**src/design/assert_macros.svh**
```systemverilog
// Assertion macros shared by the median filter RTL.
`ifndef ASSERT_MACROS_SVH
`define ASSERT_MACROS_SVH
`ifndef ASSERT_OFF
`define ASSERT_ALWAYS(label, clk, rst, expr) \
   label: assert property (@(posedge clk) disable iff (rst) (expr)) \
      else $error("assertion failed");
`define ASSERT_NEXT(label, clk, rst, ante, cons) \
   label: assert property (@(posedge clk) disable iff (rst) (ante) |=> (cons)) \
      else $error("assertion failed");
`else
`define ASSERT_ALWAYS(label, clk, rst, expr)
`define ASSERT_NEXT(label, clk, rst, ante, cons)
`endif
`endif

```
**src/design/wmf_ram.sv**
```systemverilog
// Generic single write port RAM with registered, write-first read.
module wmf_ram #(
   parameter int DATA_W = 8,
   parameter int DEPTH  = 64
) (
   input  logic                     clock,
   input  logic                     wr_en,
   input  logic [$clog2(DEPTH)-1:0] wr_addr,
   input  logic [DATA_W-1:0]        wr_data,
   input  logic                     rd_en,
   input  logic [$clog2(DEPTH)-1:0] rd_addr,
   output logic [DATA_W-1:0]        rd_data
);

   logic [DATA_W-1:0] mem_ff [DEPTH];
   logic [DATA_W-1:0] rd_data_ff;

   always_ff @(posedge clock) begin
      if (wr_en) begin
         mem_ff[wr_addr] <= wr_data;
      end
      if (rd_en) begin
         // A read of the entry written in the same cycle returns the new data.
         if (wr_en && (wr_addr == rd_addr)) begin
            rd_data_ff <= wr_data;
         end else begin
            rd_data_ff <= mem_ff[rd_addr];
         end
      end
   end

   assign rd_data = rd_data_ff;

endmodule

```
**config.mk**
```make
export PLATFORM = sky130hd
export DESIGN_NAME = wmf_ram
export DESIGN_NICKNAME = d
export VERILOG_FILES = /design/src/design/assert_macros.svh /design/src/design/wmf_ram.sv
export SDC_FILE = /design/constraint.sdc
export NUM_CORES = 1
export LEC_CHECK = 0
export BUFFER_PORTS_ARGS = -buffer_cell sky130_fd_sc_hd__clkbuf_2
export CAP_MARGIN = 5
export CORE_ASPECT_RATIO = 1.25
export CORE_UTILIZATION = 25
export DETAILED_ROUTE_END_ITERATION = 10
export GPL_TIMING_DRIVEN = 0
export SYNTH_ARGS = -nofsm -noshare
export SYNTH_HDL_FRONTEND = slang
export SYNTH_SLANG_ARGS = --single-unit
```
**constraint.sdc**
```tcl
create_clock -name clock -period 1.8 [get_ports clock]
set_input_delay 0.09 -clock clock [delete_from_list [all_inputs] [get_ports clock]]
set_output_delay 0.09 -clock clock [all_outputs]
set_load 0.03 [all_outputs]
```
==> results of run 1 <==
## power by group
group	total (mW)	internal, mW	switching, mW
Clock	9.84	5.50	4.34
Combinational	1.58	0.491	1.09
Sequential	13.5	13.4	0.0296
Total	24.9	19.4	5.46
## per-layer routing
| layer | part of all wire | track usage |
|---|---|---|
| met1 | 0.40 | 0.1578 |
| met2 | 0.49 | 0.2185 |
| met3 | 0.074 | 0.02805 |
| met4 | 0.042 | 0.05457 |
| met5 | 0.00064 | 0 |
## area by class of cell
cell class / instances / area [µm²]
Sequential cell: 520 / 15620
Clock buffer: 56 / 1274
Buffer: 66 / 451.7
Timing Repair Buffer: 33 / 225.2
Tap cell: 1071 / 1340
Clock inverter: 32 / 239.0
Multi-Input combinational cell: 555 / 4989
Inverter: 2 / 7.507
Fill cell: 7952 / 57400
## sequential cells by signal, summed over array words and instances, names as in the netlist
| signal | flops |
|---|---|
| mem_ff | 512 |
| rd_data | 8 |
## cells in the mapped netlist (4+ instances only)
master	number
a2111oi_0	10
a211oi_1	6
a21oi_1	37
a221o_1	7
a221oi_1	15
a22oi_1	66
buf_2	21
buf_4	12
buf_6	4
clkbuf_1	26
edfxtp_1	520
mux2_2	13
mux2i_1	187
mux4_2	25
nand2_1	20
nand2b_1	7
nand3_1	20
nor2_1	74
nor2b_1	13
nor3_1	4
nor4b_1	6
o21ai_0	10
o22ai_1	7
## path summary, 6_finish.rpt
kind                 start            end  depth (start not counted)
max reg2reg  mem_ff[54][6]     rd_data[6]                          5
min             wr_data[4]  mem_ff[21][4]                          1
max          mem_ff[54][6]     rd_data[6]                          5
min reg2reg  mem_ff[61][6]     rd_data[6]                          5
## kinds of logic (layout without fill, tap and decap cells)
kind of cell	count (synthesis)	count (layout)	synth area share
DFF	520	520	0.7583
muxes	228	228	0.1292
AOI/OAI and AO/OA	162	162	0.05524
and+or+nand+nor	159	159	0.03737
buffers and inverters	68	189	0.01732
xor gates and xnor gates	6	6	0.002553
## metrics by stage
step	utilization	total power, mW
6_report	0.2961	24.88
5_1_grt	0.2961	25.52
4_1_cts	0.2921	24.93
3_5_place_dp	0.2709	15.17
3_3_place_gp	0.2707	15.14
2_1_floorplan	-	14.48
## critical path, delay by kind of cell (launching register included)
kind	cells	cell delay, ns
AND/OR/NAND/NOR	2	0.61
multiplexers	1	0.50
AO/OA/AOI/OAI	2	0.44
flip-flops	1	0.38
## what timing repair did
| action | in CTS | in global routing |
|---|---|---|
| hold buffers | 1 | 0 |
| gates resized for setup | 88 | 74 |
| endpoints found under the setup margin | 210 | 296 |
| hold endpoints to repair | 8 | 0 |
| buffers inserted | 0 | 5 |
| pin swaps | 3 | 6 |
## placed cells by master (no fill, tap or decap), types with 21 or more instances in the layout
cell type,n
nor2_2,38
a22oi_1,66
edfxtp_1,520
clkbuf_16,50
mux2i_1,187
nor2_1,31
buf_4,21
a21oi_1,33
mux4_2,27
clkbuf_2,30
==> results.yml, run 1 <==
run_status:
  outcome: "finished, violations left"
  violations: "negative setup slack"
route:
  drc: 0
  vias_per_cell: 4.747
  ant_nets: 0
  via_count: 11090
  drtIter0Drc: 999
  dr.pass1.iters: 6
  drt_wl_total_um: 54300
  wl_per_cell_um: 23.26
logic_synthesis:
  ys_top_cells_by_area: "edfxtp_1 76%, mux2i_1 9.1%, mux4_2 2.7%"
  yosysWarnings: 0
  synth_cell_type_count: 43
  syn_nets: 1166
  async_reset_ff_frac: 0
  synth-seq-cells: 520
  seq_area_frac_synth: 0.7583
  syn_area_um2: 20590
  synth_top_area_cell: "edfxtp_1"
  synth_flop_cell: "edfxtp_1"
  synth_edf_count: 520
  synth_cells: 1143
  syn_area_per_cell_um2: 18.01
  synth_top_area_share: 0.7583
die:
  dieArea_um2: 83520
  die_height_um: 322.9
  rows: 117
  coreArea_um2: 81540
  start_util: 0.2525
  die_w_um: 258.7
  io_pins: 31
timing:
  totalNegativeSetupSlack_ns: -1.842
  fin_skew_ns: 0.02241
  setup_viol_count_final: 8
  relSlewSlack: 0.1440
  rsz0062_at_grt: "true"
  maxSlewViolCount: 0
  worstMarginPinSlew_ns: 1.284
  finalCritPeriodShare: 1.217
  finalHoldViolCount: 0
  timing.final.ws_setup_ns: -0.3899
  whs_ns: 0.08158
  layout_min_cycle_time_ns: 2.190
  max_freq_ghz: 0.4566
critical_path:
  cp.arrival_ns: 2.50
  path_class: "reg2reg"
  critPathRequiredTime_ns: 2.11
  worst-r2r-setup-slack_ns: -0.39
  max_stage_delay_ns: 0.51
  cp-start-kind: "register"
  cp-end-kind: "register"
  crit_slowest_cell: "or4b_4"
  crit_chain: "mux4_2 > or4b_4 > o41ai_2 > nor4b_1 > a221o_1"
  cp_max_fo: 1
placement:
  dp.cells: 2239
  gp_congestion: 0.8892
  preCtsSetupSlack_ns: -1.399
  portBuffers: 25
  hpwl_um: 35300
  placedInstanceArea_um2: 22080
clock_network:
  clk_latency_ns: 0.58
  cts_tree: "done"
  cts-buffers-inserted: 49
  cts_max_level: 2
  cts_root_buffer: "clkbuf_16"
  cts.path.max_buffers: 3
  clock_sinks: 520
  clk_pin_slew_ns: 0.06
global_routing:
  antenna_found_initial: 4
  grt_pass1_wl_um: 77940
  grt_pass1_vias: 11390
  overflow: 0
  grt_max_degree: 66
  track_usage: 0.1289
finish:
  layout-drive-gt1-share: 0.2318
  synthToLayoutAreaGrowth_pct: 17.24
  final_nets: 1250
  diodes: 0
  fin_cells: 2335
  finalInstanceArea_um2: 24140
power:
  p_per_area_nw_per_um2: 1031
  p_leak_nw: 7.789
  ir_worst_vdd_uv: 684.2
hold_path:
  hp-class: "in2reg"
job:
  cap_viol_max_count: 0
No activity file was read; power rests on OpenSTA's default activity.
==> run 2: changes to the inputs <==
CORE_UTILIZATION = 45   (was 25)
REMOVE_ABC_BUFFERS = 1   (was not set)
==> results.yml, run 2 (synthesized netlist as in run 1, its figures left out) <==
run_status:
  outcome: "finished, violations left"
  violations: "negative setup slack"
global_routing:
  track_usage: 0.2029
  grt_max_degree: 66
  grt_pass1_vias: 10450
  overflow: 0
  antenna_found_initial: 2
  grt_pass1_wl_um: 68460
critical_path:
  path_class: "reg2reg"
  cp_max_fo: 1
  crit_chain: "mux4_2 > nor2b_1 > a2111oi_1 > nor4b_2 > a221o_1"
  crit_buf_inv: 0
  cp-end-kind: "register"
  critPathRequiredTime_ns: 2.10
  cp-start-kind: "register"
  max_stage_delay_ns: 0.50
  crit_slowest_cell: "a2111oi_1"
  cp.arrival_ns: 2.48
  crit_family: "compound AO/OA/AOI/OAI gates"
timing:
  maxSlewViolCount: 0
  max_freq_ghz: 0.4574
  fin_skew_ns: 0.005495
  rsz0062_at_grt: "true"
  totalNegativeSetupSlack_ns: -0.8960
  setup_viol_count_final: 7
  finalCritPeriodShare: 1.215
  layout_min_cycle_time_ns: 2.186
  relSlewSlack: 0.1814
  timing.final.ws_setup_ns: -0.3865
  finalHoldViolCount: 0
  worstMarginPinSlew_ns: 1.219
die:
  coreArea_um2: 45170
  start_util: 0.4558
  io_pins: 31
  die_w_um: 193.3
  dieArea_um2: 46620
  die_height_um: 241.2
  rows: 87
placement:
  placedInstanceArea_um2: 21370
  portBuffers: 30
  hpwl_um: 27060
  gp_congestion: 0.7519
route:
  routed.top_layer: "met5"
  met1_length_um: 19110
  met3_length_um: 2061
  via_count: 10480
  wl_per_cell_um: 26.28
  drc: 0
  dr.pass1.iters: 8
  drtIter0Drc: 850
  wl_met2_um: 24280
  drt_wl_total_um: 47310
  ant_nets: 0
  vias_per_cell: 5.824
clock_network:
  clock_sinks: 520
  cts.path.max_buffers: 3
  clk_pin_slew_ns: 0.06
  cts_max_level: 2
  cts_tree: "done"
  cts_root_buffer: "clkbuf_16"
  cts-buffers-inserted: 47
  clk_latency_ns: 0.57
hold_path:
  hp-class: "in2reg"
finish:
  largest_reg_flops: 512
  regMostFlops: "mem_ff"
  finalInstanceArea_um2: 23540
  final_common_cell: "edfxtp_1"
  synthToLayoutAreaGrowth_pct: 14.31
  final_cell_mix: "520 x edfxtp_1, 186 x mux2i_1, 73 x nor2_1"
  layout-drive-gt1-share: 0.1718
  final_nets: 1212
  diodes: 0
job:
  cap_viol_max_count: 0
power:
  p_per_area_nw_per_um2: 1035
  p_leak_nw: 7.768
  ir_worst_vdd_uv: 643.3
-- run 2: final cells by class --
type                            instances  area, µm²
Sequential cell                       520      15620
Tap cell                              578      723.2
Fill cell                            3582      21640
Timing Repair Buffer                   61      767.0
Clock buffer                           66       1290
Multi-Input combinational cell        557       5017
Inverter                                2      7.507
Clock inverter                         16      117.6
-- run 2: path summary, 6_finish.rpt --
path | slack (ns) | end | depth (start not counted) | from
setup / recovery | -0.39 | rd_data[6] | 5 | mem_ff[32][6]
hold / removal | 0.004 | mem_ff[51][5] | 1 | wr_data[5]
setup reg to reg | -0.39 | rd_data[6] | 5 | mem_ff[32][6]
hold reg to reg | 0.99 | rd_data[5] | 4 | mem_ff[25][5]
-- run 2: stage by stage --
stage | std cells | util | hold slack [ns] | setup WS [ns] | total power [mW]
after floorplan | 1077 | - | 0.1889 | -0.9354 | 14.29
after global placement | 1685 | 0.4674 | 0.5572 | -6.670 | 15.15
after detailed placement | 1698 | 0.4731 | 0.5686 | -1.533 | 15.05
after CTS | 1788 | 0.5144 | 0.2121 | -0.3948 | 24.44
after global routing | 1800 | 0.5210 | 0.004685 | -0.4482 | 25.01
final | 1800 | 0.5210 | 0.004331 | -0.3865 | 24.35
-- run 2: where the power goes --
group | switching [mW] | internal [mW] | total, mW | leakage (nW)
Sequential | 0.0212 | 13.4 | 13.4 | 4.68
Clock | 4.12 | 5.25 | 9.37 | 0.683
Combinational | 0.978 | 0.551 | 1.53 | 2.40
-- run 2: what timing repair did --
item | CTS | global route
setup buffers | 5 | 1
pin swaps | 13 | 9
gates cloned | 6 | 1
endpoints found under the setup margin | 8 | 8
hold buffers | 1 | 3
resized for setup | 64 | 23
hold endpoints to repair | 8 | 42
-- run 2: routing by layer --
layer | GRT usage | vias up
li1 | - | 4710
met1 | 0.2599 | 5394
met2 | 0.3500 | 283
met3 | 0.02585 | 93
met4 | 0.08800 | 4
met5 | 0 | -
