### src/design/assert_macros.svh
// Assertion macros shared by the median filter RTL.
`ifndef ASSERT_MACROS_SVH
`define ASSERT_MACROS_SVH
`ifndef ASSERT_OFF
`define ASSERT_ALWAYS(label, clk, rst, expr) \
   label: assert property (@(posedge clk) disable iff (rst) (expr)) \
      else $error("assertion failed");
`define ASSERT_NEXT(label, clk, rst, ante, cons) \
   label: assert property (@(posedge clk) disable iff (rst) (ante) |=> (cons)) \
      else $error("assertion failed");
`else
`define ASSERT_ALWAYS(label, clk, rst, expr)
`define ASSERT_NEXT(label, clk, rst, ante, cons)
`endif
`endif

### src/design/wmf_pkg.sv
// Shared types and constants of the window median filter.
package wmf_pkg;

   localparam int KSIZE_DEF     = 3;
   localparam int MAX_WIDTH_DEF = 2048;
   localparam int MAX_HEIGHT    = 2048;
   localparam int CFG_W         = 12;
   localparam int PIX_W         = 8;
   localparam int ROW_W         = $clog2(MAX_HEIGHT);
   localparam logic [CFG_W-1:0] WIDTH_RESET  = 12'd640;
   localparam logic [CFG_W-1:0] HEIGHT_RESET = 12'd480;

   typedef enum logic {
      REG_FRAME_WIDTH  = 1'b0,
      REG_FRAME_HEIGHT = 1'b1
   } wmf_reg_type;

   typedef enum logic {
      KIND_PIXEL = 1'b0,
      KIND_FLUSH = 1'b1
   } wmf_kind_type;

   typedef struct packed {
      logic [PIX_W-1:0] red;
      logic [PIX_W-1:0] green;
      logic [PIX_W-1:0] blue;
      logic             interior;
      logic             frame_end;
   } wmf_meta_type;

endpackage

### src/design/wmf_sort_cell.sv
// One compare-exchange stage of the odd-even transposition sort chain.
module wmf_sort_cell import wmf_pkg::*; #(
   parameter int N     = 9,
   parameter int PHASE = 0
) (
   input  logic                       clock,
   input  logic                       reset,
   input  logic                       in_valid,
   output logic                       in_ready,
   input  logic [N-1:0][PIX_W-1:0]    in_vals,
   input  wmf_meta_type               in_meta,
   output logic                       out_valid,
   input  logic                       out_ready,
   output logic [N-1:0][PIX_W-1:0]    out_vals,
   output wmf_meta_type               out_meta
);

   logic                    valid_ff;
   logic [N-1:0][PIX_W-1:0] vals_ff;
   logic [N-1:0][PIX_W-1:0] vals_in;
   wmf_meta_type            meta_ff;

   // The cell takes a new request when empty or when its own one moves on.
   assign in_ready = !valid_ff || out_ready;

   always_comb begin
      vals_in = in_vals;
      for (int i = PHASE; i + 1 < N; i += 2) begin
         if (in_vals[i] > in_vals[i+1]) begin
            vals_in[i]   = in_vals[i+1];
            vals_in[i+1] = in_vals[i];
         end
      end
   end

   always_ff @(posedge clock) begin
      if (reset) begin
         valid_ff <= 1'b0;
      end else if (in_ready) begin
         valid_ff <= in_valid;
      end
   end

   always_ff @(posedge clock) begin
      if (in_ready) begin
         vals_ff <= vals_in;
         meta_ff <= in_meta;
      end
   end

   assign out_valid = valid_ff;
   assign out_vals  = vals_ff;
   assign out_meta  = meta_ff;

endmodule

### config.mk
export PLATFORM = sky130hd
export DESIGN_NAME = wmf_sort_cell
export DESIGN_NICKNAME = d
export VERILOG_FILES = /design/src/design/assert_macros.svh /design/src/design/wmf_pkg.sv /design/src/design/wmf_sort_cell.sv
export SDC_FILE = /design/constraint.sdc
export NUM_CORES = 1
export LEC_CHECK = 0
export ABC_AREA = 1
export CAP_MARGIN = 25
export CORE_AREA = 2 2 135 137
export DETAILED_ROUTE_END_ITERATION = 12
export DIE_AREA = 0 0 137 139
export DONT_BUFFER_PORTS = 1
export PLACE_DENSITY = 0.43
export SLEW_MARGIN = 20
export SYNTH_ARGS = -nofsm -noshare
export SYNTH_HDL_FRONTEND = slang
export SYNTH_SLANG_ARGS = --single-unit
### constraint.sdc
create_clock -name clock -period 4.1 [get_ports clock]
set_clock_uncertainty 0.1 [all_clocks]
set_input_delay 0.615 -clock clock [delete_from_list [all_inputs] [get_ports clock]]
set_output_delay 0.615 -clock clock [all_outputs]
set_load 0.02 [all_outputs]
==> out/metrics.yaml, run 1 <==
global_routing:
  antenna_found_initial: 2
  grt_pass1_wl_mm: 17.0
  overflow: 0
  grt_usage: 0.118
  grt_max_degree: 61
  grt_pass1_vias: 3006
final_layout:
  final_cell_area_sq_mm: 0.00566
  area_growth_pct: 10.0
  instances_no_fill: 687
  drive_gt1_frac: 0.287
  nNetsFinal: 586
  mostFrequentLayoutCells: "edfxtp_1, nand2_2, nand2_1"
  layout_commonest_cell: "edfxtp_1"
floorplanning:
  io_pins: 202
  fp.dieH_microns: 139
  start_util: 0.292
  die_x_microns: 137
  rows: 49
  die_area_sq_mm: 0.0190
  coreArea_sq_mm: 0.0177
drt:
  dr.pass1.iters: 4
  drt-initial-drc-count: 119
  wl_met3_mm: 1.04
  wire_per_inst_microns: 16.3
  drtAntennaViolNets: 0
  m1WireLength_mm: 4.51
  top_layer: "met5"
  wl_met2_mm: 5.38
  viasPerCell: 4.47
  route.detailed.drc: 0
  finalWirelength_mm: 11.2
  num_vias: 3069
critical_path:
  reg2reg_slack_ns: 2.13
  slowest_stage: "nand2_4"
  rr_endpoint: "out_vals[1]"
  worst_path_dominant_cell_family: "simple AND/OR/NAND/NOR gates"
  r2r-start: "out_valid"
  r2r_cells: 2
  worstPathRequired_ns: 3.38
  cp.depth: 1
  crit_type: "reg -> out"
  arrival_ns: 1.41
  cp-end-kind: "output pin"
  cp-start-kind: "register"
  critPathBufInv: 0
  cp_cell_sequence: "nand2_4"
  cp_slowest_stage_delay_ns: 0.65
  crit_fanout: 60
placement:
  port-buffer-count: 0
  dp_hpwl_mm: 8.39
  dp_cells: 670
  place_congestion: 0.785
  place_area_sq_mm: 0.00533
logic_synthesis:
  synth_top_family_by_area: "simple AND/OR/NAND/NOR gates"
  ys_ff_latch: 99
  synthesis.nets: 585
  yosysSeqAreaShare: 0.575
  syn_area_sq_mm: 0.00515
  synthAdderAreaFrac: 0.0778
  synth.avg_cell_area_sq_um: 11.4
  synth_compound_area_frac: 0.0146
  synthXorXnorAreaFrac: 0
  yosysWarnings: 0
  yosys-top-cells-area: "edfxtp_1, nand2_2, ha_1"
  yosys-mux-area-fraction: 0
  synth_top_area_cell: "edfxtp_1"
  synth_cell_types: 18
  netlist.area_leader.share: 0.572
  synth_simple_gate_area_frac: 0.273
  synthCells: 451
power_and_ir_drop:
  power_frac_clock: 0.352
  share_comb_of_total_power: 0.110
  power.internal_mw: 1.97
  seq_power_share: 0.538
  p_leak_nw: 2.47
  peakVddDrop_mv: 0.203
  p_switching_uw: 769
  power_density_mw_per_mm2: 483
  sw_frac_of_total: 0.281
clock_tree:
  clockRootBuffer: "clkbuf_16"
  cts.sinks: 99
  htreeDepth: 3
  worstSkewPairLatency_ns: 0.34
  hold_buffers: 0
  cts_resized: 0
  clk_path_buf_depth: 2
  path_clk_slew_ns: 0.07
  cts_tree: "built"
  cts_buffers: 9
  post-cts-setup-buffers: 0
timing:
  slew_headroom: 0.435
  drv_slew: 0
  tns_ns: 0
  hold_viol_final: 0
  tightest_slew_ns: 0.847
  fin_crit_sh: 0.518
  setup_viol: 0
  period_needed_ns: 2.12
  fmax_mhz: 471
  rsz0062_at_grt: "no"
hold_path:
  worstHoldStart: "reset"
  min_to: "out_valid"
  worst_hold_path_type: "in -> reg"
  min_path_cells: 1
status:
  status: "finished clean"
run:
  cap_violations: 0
how the worst max path moves through the flow:
stage | start | endpoint | slack [ns]
after floorplan | out_ready | in_ready | 0.53
after CTS | out_valid | in_ready | 1.91
after global placement | out_ready | out_vals[51] | 1.93
after detailed placement | out_ready | out_vals[1] | 1.88
after global routing | out_valid | in_ready | 1.86
final | out_valid | in_ready | 1.98
metal layers:
| metal | vias up | global-route usage |
|---|---|---|
| li1 | 1525 | - |
| met1 | 1403 | 0.133 |
| met2 | 120 | 0.186 |
| met3 | 19 | 0.0596 |
| met4 | 2 | 0.0499 |
| met5 | - | 0 |
cells in the mapped netlist:
library cell and number:
nand4_4 4, buf_12 4, nor2_4 4, inv_2 4, nor2_1 4, nor2_2 4, nand2_1 72, dfxtp_1 1
buf_2 4, nand2_4 8, buf_4 4, inv_1 42, a21oi_1 9, nand3_1 64, a21o_1 4, edfxtp_1 98
nand2_2 89, ha_1 32
through the flow:
stage / total power [mW] / utilization / setup slack, ns / hold slack (ns)
after floorplan: 1.75 / - / 0.532 / 0.584
after global placement: 1.80 / 0.302 / 1.93 / 0.589
after detailed placement: 1.81 / 0.302 / 1.88 / 0.591
after CTS: 2.78 / 0.321 / 1.91 / 0.210
after global routing: 2.87 / 0.321 / 1.86 / 0.210
final: 2.74 / 0.321 / 1.98 / 0.230
logic make-up (layout without fill, tap and decap cells):
group                    count (synthesis)  count (layout)
flip-flops                              99              99
buffers and inverters                   58              64
adder cells (fa/ha/maj)                 32              32
other                                    0               1
AND/OR/NAND/NOR                        249             249
AO/OA/AOI/OAI                           13              13
power by group through the flow:
stage          Combinational, mW  Sequential, mW  Clock [mW]
2_1_floorplan              0.282            1.47           0
3_3_place_gp               0.300            1.50           0
3_5_place_dp               0.307            1.50           0
4_1_cts                    0.308            1.48       0.998
5_1_grt                    0.349            1.48        1.04
6_report                   0.301            1.47       0.962
flip-flops by register name, indices dropped and copies added, names as in the netlist:
signal / count
out_meta: 26
out_valid: 1
out_vals: 72
cell type report:
| cell class | instances | area, sq um |
|---|---|---|
| tap | 229 | 287 |
| inverter | 46 | 173 |
| clock inverter | 6 | 105 |
| antenna | 1 | 2.50 |
| timing repair buffer | 2 | 15.0 |
| sequential | 99 | 2960 |
| clock buffer | 10 | 229 |
| fill | 1799 | 12000 |
| multi-input combinational | 294 | 1890 |
Note: power is estimated with default switching activity, not from simulation.
==> inputs of run 2 (changes only) <==
==> constraint.sdc (replaced) <==
create_clock -name clock -period 2.1 [get_ports clock]
set_clock_uncertainty 0.1 [all_clocks]
set_input_delay 0.315 -clock clock [delete_from_list [all_inputs] [get_ports clock]]
set_output_delay 0.315 -clock clock [all_outputs]
set_load 0.02 [all_outputs]
==> run 2 against run 1 <==
Against the previous run: first-iteration DRC count grew 26%; total power grew 91%; core utilization grew 1.9 points; sequential power grew 95%; die area is the same; global-route usage grew 0.15 points; setup slack lost 1.7 ns; register-to-register slack lost 1.8 ns; final cell count grew 5.1%; via count grew 6.2%; non-clock buffer count grew 36; flip-flop and latch count is the same; critical endpoint is now out_valid; largest cell class unchanged.
==> out/metrics.yaml, run 2 (same netlist as run 1, synthesis figures left out) <==
drt:
  viasPerCell: 4.51  # +1.0%
  wire_per_inst_microns: 15.9  # -2.3%
  drt-initial-drc-count: 150  # +26%
  num_vias: 3259  # +6.2%
  route.detailed.drc: 0  # unchanged
  drtAntennaViolNets: 0  # unchanged
  finalWirelength_mm: 11.5  # +2.7%
  dr.pass1.iters: 4  # unchanged
timing:
  drv_slew: 0  # unchanged
  worst_hold_slack_ns: 0.0366  # -0.193 ns
  tns_ns: 0  # unchanged
  setup_slack_ns: 0.299  # -1.68 ns
  tightest_slew_ns: 0.409  # -0.439 ns
  fmax_mhz: 555
  period_needed_ns: 1.80
  slew_headroom: 0.728  # +0.292
  rsz0062_at_grt: "no"
  hold_viol_final: 0  # unchanged
  setup_viol: 0  # unchanged
  fin_crit_sh: 0.858
clock_tree:
  path_clk_slew_ns: 0.07  # about the same
  cts.sinks: 99  # unchanged
  hold_buffers: 36  # +36
  post-cts-setup-buffers: 0  # unchanged
  htreeDepth: 3  # unchanged
  cts_tree: "built"
  clockRootBuffer: "clkbuf_16"
  clk_path_buf_depth: 2  # unchanged
  cts_buffers: 9  # unchanged
  cts_resized: 0  # unchanged
  worstSkewPairLatency_ns: 0.34  # about the same
floorplanning:
  die_x_microns: 137  # unchanged
  coreArea_sq_mm: 0.0177  # unchanged
  io_pins: 202  # unchanged
  start_util: 0.292  # unchanged
  fp.dieH_microns: 139  # unchanged
  rows: 49  # unchanged
  die_area_sq_mm: 0.0190  # unchanged
final_layout:
  area_growth_pct: 16.5
  post-route-util: 0.340  # +0.0190
  multi_input_area_sq_mm: 0.00189  # unchanged
  instances_no_fill: 722  # +5.1%
  drive_gt1_frac: 0.268  # -0.0189
  final_cell_area_sq_mm: 0.00600  # +5.9%
  mostFrequentLayoutCells: "edfxtp_1, nand2_2, nand2_1"
  nFillCells: 1800  # +0.056%
  nNetsFinal: 622  # +6.1%
  diodes: 0  # -1
  largest_reg_flops: 72  # unchanged
  layout_commonest_cell: "edfxtp_1"
  regArea_sq_mm: 0.00296  # unchanged
critical_path:
  cp-end-kind: "register"
  worstPathRequired_ns: 2.23  # -1.15 ns
  worst_path_dominant_cell_family: "buffers and inverters"
  critPathBufInv: 2  # +2
  cp_cell_sequence: "nand2_4 -> buf_4 -> a21oi_1 -> dlygate4sd3_1"
  crit_fanout: 31  # -48%
  cp_slowest_stage_delay_ns: 0.57  # -0.08 ns
  crit_type: "reg -> reg"
  arrival_ns: 1.94  # +0.53 ns
  slowest_stage: "dlygate4sd3_1"
  cp-start-kind: "register"
power_and_ir_drop:
  p_switching_mw: 1.55  # +100%
  power_density_mw_per_mm2: 868  # +80%
  share_comb_of_total_power: 0.124  # +0.014
  seq_power_share: 0.551  # +0.013
  peakVddDrop_mv: 0.375  # +85%
  sw_frac_of_total: 0.298  # +0.0169
  p_leak_nw: 2.60  # +5.6%
  power_frac_clock: 0.325  # -0.027
  power.internal_mw: 3.66  # +86%
  total_power_mw: 5.21  # +91%
global_routing:
  grt_usage: 0.119  # +0.00148
  overflow: 0  # unchanged
  antenna_found_initial: 0  # -2
  grt_pass1_vias: 3173  # +5.6%
  grt_max_degree: 70  # +15%
  grt_pass1_wl_mm: 17.5  # +2.6%
run:
  cap_violations: 0  # unchanged
hold_path:
  worst_hold_path_type: "in -> reg"
placement:
  dp_slack_ns: 0.199  # -1.68 ns
  dp_hpwl_mm: 8.35  # -0.42%
  place_congestion: 0.733  # -6.6%
  dp_cells: 670  # unchanged
  port-buffer-count: 0  # unchanged
  place_area_sq_mm: 0.00534  # +0.23%
status:
  status: "finished clean"
-- run 2: cell count changes in the layout (fill, tap and decap cells not counted) --
cell	change
inv_6	+3
clkinvlp_4	+1
dlygate4sd3_1	+36
clkbuf_1	-1
bufinv_16	-2
diode_2	-1
clkinv_2	-1
buf_4	-1
buf_12	+1
-- run 2: final timing paths --
check / depth (start not counted) / slack [ns] / to / start
worst max-delay path: 4 / 0.30 / out_valid / out_valid
worst min-delay path: 2 / 0.04 / out_vals[13] / in_vals[13]
worst max register to register: 4 / 0.30 / out_valid / out_valid
worst min register to register: 2 / 0.93 / out_vals[66] / out_valid
-- run 2: power by group through the flow --
stage	Combinational, mW	Clock (mW)	Sequential (mW)
finish	0.644	1.69	2.87
global route	0.743	1.83	2.90
CTS	0.661	1.77	2.88
detailed placement	0.606	0	2.92
global placement	0.589	0	2.93
floorplan	0.552	0	2.87
-- run 2: cell type report --
| cell class | count | share of cell area |
|---|---|---|
| multi-input combinational | 294 | 0.315 |
| tap | 229 | 0.0478 |
| timing repair buffer | 38 | 0.0647 |
| inverter | 46 | 0.0288 |
| sequential | 99 | 0.494 |
| clock inverter | 7 | 0.0123 |
| clock buffer | 9 | 0.0375 |
-- run 2: layer usage --
metal | up-vias | part of all wire | GRT usage
met2 | 148 | 0.46 | 0.185
li1 | 1599 | - | -
met5 | - | 0 | 0
met4 | 0 | 0.021 | 0.0521
met3 | 16 | 0.11 | 0.0556
met1 | 1496 | 0.41 | 0.140
